**src/rtl/assert_macros.svh**
```systemverilog
// Assertion macros shared by the edge filter RTL.
`ifndef ASSERT_MACROS_SVH
`define ASSERT_MACROS_SVH

// Same-cycle implication, sampled on clk, off while rst is high.
`define ASSERT_NOW(label, ante, cons, msg) \
  label: assert property (@(posedge clk) disable iff (rst) (ante) |-> (cons)) else $error(msg);

// Next-cycle implication, sampled on clk, off while rst is high.
`define ASSERT_NEXT(label, ante, cons, msg) \
  label: assert property (@(posedge clk) disable iff (rst) (ante) |=> (cons)) else $error(msg);

`endif

```
**src/rtl/ef3_pkg.sv**
```systemverilog
// Types and constants of the 3x3 edge filter.
`timescale 1ns / 1ps
`default_nettype none

package ef3_pkg;

  localparam int PIXEL_W       = 8;
  localparam int DEF_MAX_WIDTH = 2048;
  localparam int IMG_W_BITS    = 12;
  localparam int IMG_H_BITS    = 16;
  localparam int MODE_BITS     = 2;
  localparam int CFG_IDX_W     = 2;
  localparam int CFG_DATA_W    = 16;

  localparam logic [PIXEL_W-1:0] PIXEL_MAX = 8'hFF;

  // register indexes
  localparam logic [CFG_IDX_W-1:0] REG_IMAGE_WIDTH   = 2'd0;
  localparam logic [CFG_IDX_W-1:0] REG_IMAGE_HEIGHT  = 2'd1;
  localparam logic [CFG_IDX_W-1:0] REG_EDGE_MODE     = 2'd2;
  localparam logic [CFG_IDX_W-1:0] REG_CENTER_WEIGHT = 2'd3;

  // edge modes
  localparam logic [MODE_BITS-1:0] EDGE_H    = 2'd0;
  localparam logic [MODE_BITS-1:0] EDGE_V    = 2'd1;
  localparam logic [MODE_BITS-1:0] EDGE_BOTH = 2'd2;

  localparam logic [IMG_W_BITS-1:0] RST_IMAGE_WIDTH   = 12'd640;
  localparam logic [IMG_H_BITS-1:0] RST_IMAGE_HEIGHT  = 16'd480;
  localparam logic [MODE_BITS-1:0]  RST_EDGE_MODE     = EDGE_BOTH;
  localparam logic [PIXEL_W-1:0]    RST_CENTER_WEIGHT = 8'd60;

  // results one pixel can release, in output order
  localparam int RES_N        = 4;
  localparam int RES_MID      = 0;  // previous row, previous column
  localparam int RES_MID_END  = 1;  // previous row, last column
  localparam int RES_LAST     = 2;  // last row, previous column
  localparam int RES_LAST_END = 3;  // last row, last column

  typedef struct packed {
    logic [IMG_W_BITS-1:0] image_width;
    logic [IMG_H_BITS-1:0] image_height;
    logic [MODE_BITS-1:0]  edge_mode;
    logic [PIXEL_W-1:0]    center_weight;
  } cfg_t;

  // [column: oldest..newest][row: older, newer, current]
  typedef logic [2:0][2:0][PIXEL_W-1:0] window_t;

  typedef struct packed {
    logic             valid;
    logic [RES_N-1:0] mask;
  } job_t;

endpackage

`default_nettype wire

```
**src/rtl/ef3_stream_if.sv**
```systemverilog
// Valid/ready stream interfaces for the pixel and edge words.
`timescale 1ns / 1ps
`default_nettype none


interface ef3_edge_if;
  import ef3_pkg::*;

  logic               valid;
  logic               ready;
  logic [PIXEL_W-1:0] edge_value;
  logic               row_end;
  logic               frame_end;

  modport source (output valid, output edge_value, output row_end, output frame_end,
                  input ready);
  modport sink   (input valid, input edge_value, input row_end, input frame_end,
                  output ready);
endinterface

`default_nettype wire

```
**src/rtl/ef3_kernel.sv**
```systemverilog
// Result sequencer, gradient arithmetic and output register.
`timescale 1ns / 1ps
`default_nettype none

module ef3_kernel (
  input  logic             clk,
  input  logic             rst,
  input  ef3_pkg::cfg_t    cfg,
  input  ef3_pkg::window_t window,
  input  ef3_pkg::job_t    job,
  output logic             job_ready,
  ef3_edge_if.source       edges
);
  import ef3_pkg::*;

  `include "assert_macros.svh"

  logic [RES_N-1:0] pend, sel;
  logic             out_free, seq_fire, job_load;
  logic             shift_col, shift_row;
  logic [1:0]       top_i, mid_i;

  logic [2:0][PIXEL_W-1:0] c_l, c_c, c_r;
  logic [PIXEL_W-1:0] tl, tc, tr, ml, mr, bl, bc, br;

  logic signed [9:0]  h_side, v_side;
  logic signed [8:0]  h_diff, v_diff, weight_s;
  logic signed [17:0] h_prod, v_prod, gh, gv;
  logic [17:0]        abs_h, abs_v;
  logic [12:0]        mag_h, mag_v;
  logic [13:0]        mag;
  logic [PIXEL_W-1:0] sat;

  // lowest pending result goes out first
  assign sel       = pend & (~pend + RES_N'(1));
  assign out_free  = !edges.valid || edges.ready;
  assign seq_fire  = (pend != '0) && out_free;
  assign job_ready = (pend == '0) || ((pend == sel) && seq_fire);
  assign job_load  = job.valid && job_ready;

  always_ff @(posedge clk) begin
    if (rst) begin
      pend <= '0;
    end else if (job_load) begin
      pend <= job.mask;
    end else if (seq_fire) begin
      pend <= pend & ~sel;
    end
  end

  // last column and last row replicate outward
  assign shift_col = sel[RES_MID_END] || sel[RES_LAST_END];
  assign shift_row = sel[RES_LAST] || sel[RES_LAST_END];
  assign top_i     = shift_row ? 2'd1 : 2'd0;
  assign mid_i     = shift_row ? 2'd2 : 2'd1;

  assign c_l = shift_col ? window[1] : window[0];
  assign c_c = shift_col ? window[2] : window[1];
  assign c_r = window[2];

  assign tl = c_l[top_i];
  assign tc = c_c[top_i];
  assign tr = c_r[top_i];
  assign ml = c_l[mid_i];
  assign mr = c_r[mid_i];
  assign bl = c_l[2];
  assign bc = c_c[2];
  assign br = c_r[2];

  assign h_side   = $signed({2'b00, tl} + {2'b00, tr} - {2'b00, bl} - {2'b00, br});
  assign v_side   = $signed({2'b00, tl} + {2'b00, bl} - {2'b00, tr} - {2'b00, br});
  assign h_diff   = $signed({1'b0, tc} - {1'b0, bc});
  assign v_diff   = $signed({1'b0, ml} - {1'b0, mr});
  assign weight_s = $signed({1'b0, cfg.center_weight});

  assign h_prod = weight_s * h_diff;
  assign v_prod = weight_s * v_diff;
  assign gh     = h_prod + 18'(h_side);
  assign gv     = v_prod + 18'(v_side);

  assign abs_h = gh[17] ? 18'(-gh) : 18'(gh);
  assign abs_v = gv[17] ? 18'(-gv) : 18'(gv);
  assign mag_h = abs_h[15:3];
  assign mag_v = abs_v[15:3];

  always_comb begin
    unique case (cfg.edge_mode)
      EDGE_H:  mag = {1'b0, mag_h};
      EDGE_V:  mag = {1'b0, mag_v};
      default: mag = 14'(mag_h) + 14'(mag_v);
    endcase
  end

  assign sat = (mag > 14'(PIXEL_MAX)) ? PIXEL_MAX : mag[PIXEL_W-1:0];

  always_ff @(posedge clk) begin
    if (rst) begin
      edges.valid <= 1'b0;
    end else if (seq_fire) begin
      edges.valid <= 1'b1;
    end else if (edges.ready) begin
      edges.valid <= 1'b0;
    end
  end

  always_ff @(posedge clk) begin
    if (seq_fire) begin
      edges.edge_value <= sat;
      edges.row_end    <= shift_col;
      edges.frame_end  <= sel[RES_LAST_END];
    end
  end

  `ASSERT_NOW(a_frame_end_on_row_end, edges.valid && edges.frame_end, edges.row_end, "frame end word without row end")
  `ASSERT_NOW(a_no_pending_dropped, job_load && (pend != '0), seq_fire && (pend == sel), "new window loaded over pending results")
  `ASSERT_NEXT(a_one_result_per_step, seq_fire && !job_load, ($countones(pend) + 1) == $past($countones(pend)), "sequencer did not retire exactly one result")

endmodule

`default_nettype wire

```
**src/flat_wrapper.sv**
```systemverilog
// flat-port wrapper written by rule: the top's interface ports become plain ports
module ef3_kernel_flat import ef3_pkg::*;
  (clk, rst, cfg, window, job, job_ready, edges_valid, edges_edge_value, edges_row_end, edges_frame_end, edges_ready);
  ef3_edge_if edges_i ();
  input  logic clk;
  input  logic rst;
  input  ef3_pkg::cfg_t cfg;
  input  ef3_pkg::window_t window;
  input  ef3_pkg::job_t job;
  output logic job_ready;
  output wire logic [$bits(edges_i.valid)-1:0] edges_valid;
  output wire logic [$bits(edges_i.edge_value)-1:0] edges_edge_value;
  output wire logic [$bits(edges_i.row_end)-1:0] edges_row_end;
  output wire logic [$bits(edges_i.frame_end)-1:0] edges_frame_end;
  input wire logic [$bits(edges_i.ready)-1:0] edges_ready;
  assign edges_valid = edges_i.valid;
  assign edges_edge_value = edges_i.edge_value;
  assign edges_row_end = edges_i.row_end;
  assign edges_frame_end = edges_i.frame_end;
  assign edges_i.ready = edges_ready;
  ef3_kernel u_core (.clk(clk), .rst(rst), .cfg(cfg), .window(window), .job(job), .job_ready(job_ready), .edges(edges_i));
endmodule
```
**config.mk**
```make
export PLATFORM = sky130hd
export DESIGN_NAME = ef3_kernel_flat
export DESIGN_NICKNAME = d
export VERILOG_FILES = /design/src/rtl/ef3_pkg.sv /design/src/rtl/ef3_stream_if.sv /design/src/rtl/ef3_kernel.sv /design/src/flat_wrapper.sv
export VERILOG_INCLUDE_DIRS = /design/src /design/src/rtl
export SDC_FILE = /design/constraint.sdc
export NUM_CORES = 1
export LEC_CHECK = 0
export ABC_CLOCK_PERIOD_IN_PS = 15620
export BUFFER_PORTS_ARGS = -buffer_cell sky130_fd_sc_hd__buf_2
export CAP_MARGIN = 25
export CORE_MARGIN = 1.5
export CORE_UTILIZATION = 41
export CTS_CLUSTER_DIAMETER = 80
export CTS_CLUSTER_SIZE = 30
export DETAILED_ROUTE_END_ITERATION = 6
export MAX_ROUTING_LAYER = met4
export SLEW_MARGIN = 10
export SYNTH_ARGS = -nofsm -noshare
export SYNTH_HDL_FRONTEND = slang
export SYNTH_SLANG_ARGS = --single-unit
export TNS_END_PERCENT = 20
```
**constraint.sdc**
```tcl
create_clock -name clk -period 15.62 [get_ports clk]
set_clock_uncertainty 0.2 [all_clocks]
set_input_delay 0 -clock clk [delete_from_list [all_inputs] [get_ports clk]]
set_output_delay 0 -clock clk [all_outputs]
set_load 0.02 [all_outputs]
```
* After elaboration in Yosys (flattened, before gate mapping) *
Index checks and enable logic that the tools add are counted.

cells by class
  $add $sub $neg = 14
  multiply operators = 2
  $lt $le $gt $ge = 3
  equality and inequality tests = 2
  muxes and demuxes = 21
  bitwise gates (word level) = 4
  reductions and logical operators = 13

operators with widths
  cell                                                                   count
  8-bit binary-select mux with 2-bit select                              5
  24-bit two-way mux                                                     2
  8-bit two-way mux                                                      5
  10-bit by 8-bit subtractor with 10-bit output                          4
  18-bit by 10-bit adder with 18-bit output                              2
  9-bit by 9-bit multiplier with 18-bit output                           2
  16-bit two-way mux                                                     2
  16-bit negator                                                         2
  14-bit case mux with 2 select lines                                    1
  8-bit by 8-bit adder with 9-bit output                                 2
  8-bit by 8-bit subtractor with 9-bit output                            2
  13-bit by 13-bit adder with 14-bit output                              1
  14-bit by 8-bit > comparator with 1-bit output, second input constant  1
  4-bit bitwise AND                                                      2
  4-bit two-way mux                                                      2
  4-bit NOT                                                              2
  2-bit by 3-bit < comparator with 1-bit output, second input constant   2
  4-bit by 1-bit adder with 4-bit output, second input constant          1
  4-bit equality test                                                    1
  4-bit zero test                                                        1
  1-bit logical OR                                                       4
  2-bit nonzero test                                                     2
  4-bit nonzero test                                                     1
  1-bit logical AND                                                      3
  5 further kinds                                                        7

word-level totals
  flip-flop bits (word level) = 15
  bits of input ports = 118
  output and inout port bits = 12

* Longest topological paths before layout *
  depth after elaboration = 16
  gate-level depth with buffers = 54
  depth with buffers taken out = 50

* Worst setup path before layout *
No wires, ideal clock.

  path kind = reg2reg
  from = register u_core.pend[1]
  to = register u_core.edges.edge_value[1] (data pin)
  library setup time = 278 ps
  arrival = 10662 ps
  required time = 15142 ps
  setup slack = 4480 ps
  stages on the path, launching flop included = 49
  path buffers = 5
  period minus slack after synthesis = 11140 ps
  cell sequence = dfxtp_1 clkbuf_1 nor3_1 and2_1 a21oi_1 clkbuf_1 clkbuf_1 clkbuf_1 nand2_1 o21ai_0 ha_1 inv_1 fa_1 a21o_1 a21oi_1 o21bai_1 a21oi_1 nor2b_1 [13 not listed] a2111oi_0 o21ai_0 a21oi_1 o21ai_0 xor3_2 nand2_1 xor2_1 ha_1 a21o_1 a21oi_1 o21ai_0 a21o_1 a21oi_1 o21ai_0 a2111oi_0 o2111ai_1 o211ai_2 o211ai_1

on the way
  word-level cells in the longest chain between the ends = 16
  elaborated cells on any way between the ends = 38

RTL lines
  element                                                                                line                 RTL
  start: declaration                                                                     ef3_kernel.sv:18     logic [RES_N-1:0] pend, sel;
  start signal: assignment                                                               ef3_kernel.sv:45     pend <= job.mask;
  start signal: assignment                                                               ef3_kernel.sv:47     pend <= pend & ~sel;
  4-bit NOT *                                                                            ef3_kernel.sv:35     assign sel = pend & (~pend + RES_N'(1));
  4-bit by 1-bit adder with 4-bit output *                                               ef3_kernel.sv:35
  4-bit bitwise AND *                                                                    ef3_kernel.sv:35
  net u_core.sel[3]                                                                      ef3_kernel.sv:18
  branches (longest 11 deep; another with 9-bit by 9-bit multiplier with 18-bit output)  -
  14-bit case mux with 2 select lines *                                                  ef3_kernel.sv:87     unique case (cfg.edge_mode)
  14-bit by 8-bit > comparator with 1-bit output                                         ef3_kernel.sv:94     assign sat = (mag > 14'(PIXEL_MAX)) ? PIXEL_MAX : mag[PIXEL_W-1:0];
  end signal: assignment                                                                 ef3_kernel.sv:108    edges.edge_value <= sat;
  end: declaration                                                                       ef3_stream_if.sv:15  modport source (output valid, output edge_value, output row_end, output frame_end,

Mark *: on every way through the listed nets, which the timed path passes. The select of a mux whose other input is x is not followed.
A chain may end at the register's enable or synchronous reset.

* Final worst setup path *
  from = register u_core.pend[1]
  to = register u_core.edges.edge_value[2] (data pin)

on the way
  word-level cells in the longest chain between the ends = 16
  elaborated cells on any way between the ends = 38

RTL lines
  element                                                                                line              RTL
  4-bit NOT *                                                                            ef3_kernel.sv:35
  4-bit by 1-bit adder with 4-bit output *                                               ef3_kernel.sv:35
  4-bit bitwise AND *                                                                    ef3_kernel.sv:35
  net u_core.sel[3]                                                                      ef3_kernel.sv:18
  1-bit logical OR *                                                                     ef3_kernel.sv:52  assign shift_col = sel[RES_MID_END] || sel[RES_LAST_END];
  net u_core.shift_col                                                                   ef3_kernel.sv:20  logic shift_col, shift_row;
  branches (longest 10 deep; another with 9-bit by 9-bit multiplier with 18-bit output)  -
  14-bit case mux with 2 select lines *                                                  ef3_kernel.sv:87
  14-bit by 8-bit > comparator with 1-bit output                                         ef3_kernel.sv:94

Marked as above.

==> results.toml <==
[yosys]
ys_async_sr_fraction = 0
ys_types = 72
syn-num-nets = 1755
synth-main-ff-cell = "edfxtp_1"
synth_area_per_cell_sq_um = 8.32
synth_warnings = 0
syn_inst = 1326
yosysSeqAreaShare = 0.0363
syn-cell-area_sq_um = 11000
synth_edf_count = 10
ys_ff_latch = 15

[setup_path]
cpPeakStageDelay_ps = 570
crit_type = "reg2reg"
crit_required_ps = 15380
cp_num_buf_inv = 5
rrSetupSlack_ps = 3150
end_kind = "flop"
cp_top_family = "compound AO/OA/AOI/OAI gates"
slowest_stage = "xor3_2"
rr_startpoint = "u_core.pend[1]"
startpoint_type = "flop"
cp-startpoint = "u_core.pend[1]"
crit_fanout = 56
worstPathArrival_ps = 12230

[hold_path]
hold_path_class = "in2reg"
min-delay-start = "job[4]"

[finish]
n_fill_cell = 2594
num_antenna_cells = 0
multiInputGateArea_sq_um = 9500
nNetsFinal = 1840
final_common_cell = "inv_1"
fin_cells = 1745
mostFrequentLayoutCells = "inv_1, ha_1, fa_1"
drive_above_1_share = 0.101
area_growth_syn_to_layout_pct = 8.93
stdcell_area_sq_um = 12000
regArea_sq_um = 400

[floorplan]
io_pins = 130
start_util = 0.421
num_rows = 59
fp.dieW_um = 167
core_area_sq_um = 26200
die_h_um = 167
die-area_sq_um = 27900

[global_routing]
grt_use_total = 0.188
use_met3 = 0.00285
grt_busiest_layer = "met2"
antenna_found_initial = 0
met2_usage = 0.304
grt_pass1_wl_um = 42500
grt_start_max_net_pins = 57
grt.overflow.total = 0
grt_use_met1 = 0.275
grt_pass1_vias = 8669

[status]
violations = "negative hold slack"
status = "finished, violations left"

[sta]
worst_pin_slew_ps = 996
post-route-min-period_ps = 12470
clock.fmax_ghz = 0.0802
setup-violations-final = 0
hold_violations = 1
hold_slack_ps = -1.33
slew_violations = 0
maxSlewHeadroom = 0.336
rsz0062_at_grt = "no"
fin_crit_sh = 0.798
setup_tns_ps = 0

[placed_design]
place_congestion = 0.816
io_buffers = 101
placedInstanceArea_sq_um = 11900
placed_cells = 1735
hpwl_um = 22000

[job]
drv_cap = 0

[cts]
clock_sinks = 15
clock-root-buffer = "clkbuf_16"
cts_tree = "built"
numCtsBuffers = 3
cts_hold_buf = 6
post_cts_resized = 0
cts.htree.levels = 1
path_clk_slew_ps = 50
clockBufferDepth = 2
postCtsSetupBuffers = 0
clock_latency_ps = 250

[routing]
drc_errors = 0
vias_per_cell = 5.08
postRouteAntennaNets = 0
drt_iter0_drc = 483
wire_per_inst_um = 14.4
wl_um = 25200
drt_pass1_iterations = 7
vias = 8868
==> synth_stat cells, types with 13 or more instances <==
master | n | area, sq um
ha_1 | 176 | 2200
and2_1 | 71 | 444
xnor2_1 | 62 | 543
fa_1 | 135 | 2700
mux2i_1 | 47 | 470
xor2_1 | 32 | 280
a21oi_1 | 79 | 395
nor3_1 | 13 | 65.1
a21o_1 | 26 | 195
o211ai_1 | 13 | 97.6
nand2_1 | 99 | 372
nor2b_1 | 17 | 106
clkbuf_1 | 26 | 97.6
nand2b_1 | 23 | 144
o21bai_1 | 13 | 97.6
inv_1 | 271 | 1020
nor2_1 | 41 | 154
a211oi_1 | 13 | 97.6
o21ai_0 | 45 | 225
==> final timing paths <==
| kind | endpoint | depth (start not counted) |
|---|---|---|
| max | u_core.edges.edge_value[2] | 45 |
| min | u_core.pend[3] | 4 |
| max reg2reg | u_core.edges.edge_value[2] | 45 |
| min reg2reg | u_core.pend[2] | 2 |
==> sequential cells by signal, indices dropped and copies added (netlist names) <==
| register | count |
|---|---|
| u_core.edges.edge_value | 8 |
| u_core.edges.valid | 1 |
| u_core.edges.row_end | 1 |
| u_core.edges.frame_end | 1 |
| u_core.pend | 4 |
==> cells by family after synthesis <==
family / Yosys count / synth area share
and+or+nand+nor: 313 / 0.148
adders and majority gates: 311 / 0.445
buffers and inverters: 303 / 0.104
AOI/OAI and AO/OA: 233 / 0.138
xor gates and xnor gates: 95 / 0.0769
muxes: 56 / 0.0519
DFF: 15 / 0.0363
==> per-stage QoR <==
step / worst slack (ps) / utilization
floorplan: 4480 / -
global placement: 3290 / 0.453
detailed placement: 3180 / 0.453
CTS: 3110 / 0.458
global route: 2310 / 0.458
finish: 3150 / 0.458
==> metal layers <==
layer,vias up,part of all wire
li1,4514,-
met1,4247,0.52
met2,103,0.46
met3,4,0.020
met4,0,0.0022
met5,-,0
==> final cells by class <==
| type | count | area share |
|---|---|---|
| Multi-Input combinational cell | 1008 | 0.791 |
| Inverter | 272 | 0.0850 |
| Timing Repair Buffer | 111 | 0.0496 |
| Tap cell | 335 | 0.0349 |
| Sequential cell | 15 | 0.0333 |
| Clock buffer | 3 | 0.00625 |
| Clock inverter | 1 | 0.000417 |
==> worst min-delay path: stages <==
cell	delay (ps)
buf_2	90
and2_1	170
nand2_1	80
a21oi_1	50
Power is left out: the tool's default activity adds up to more than one toggle a clock period on the data nets, which glitch-free logic cannot reach.
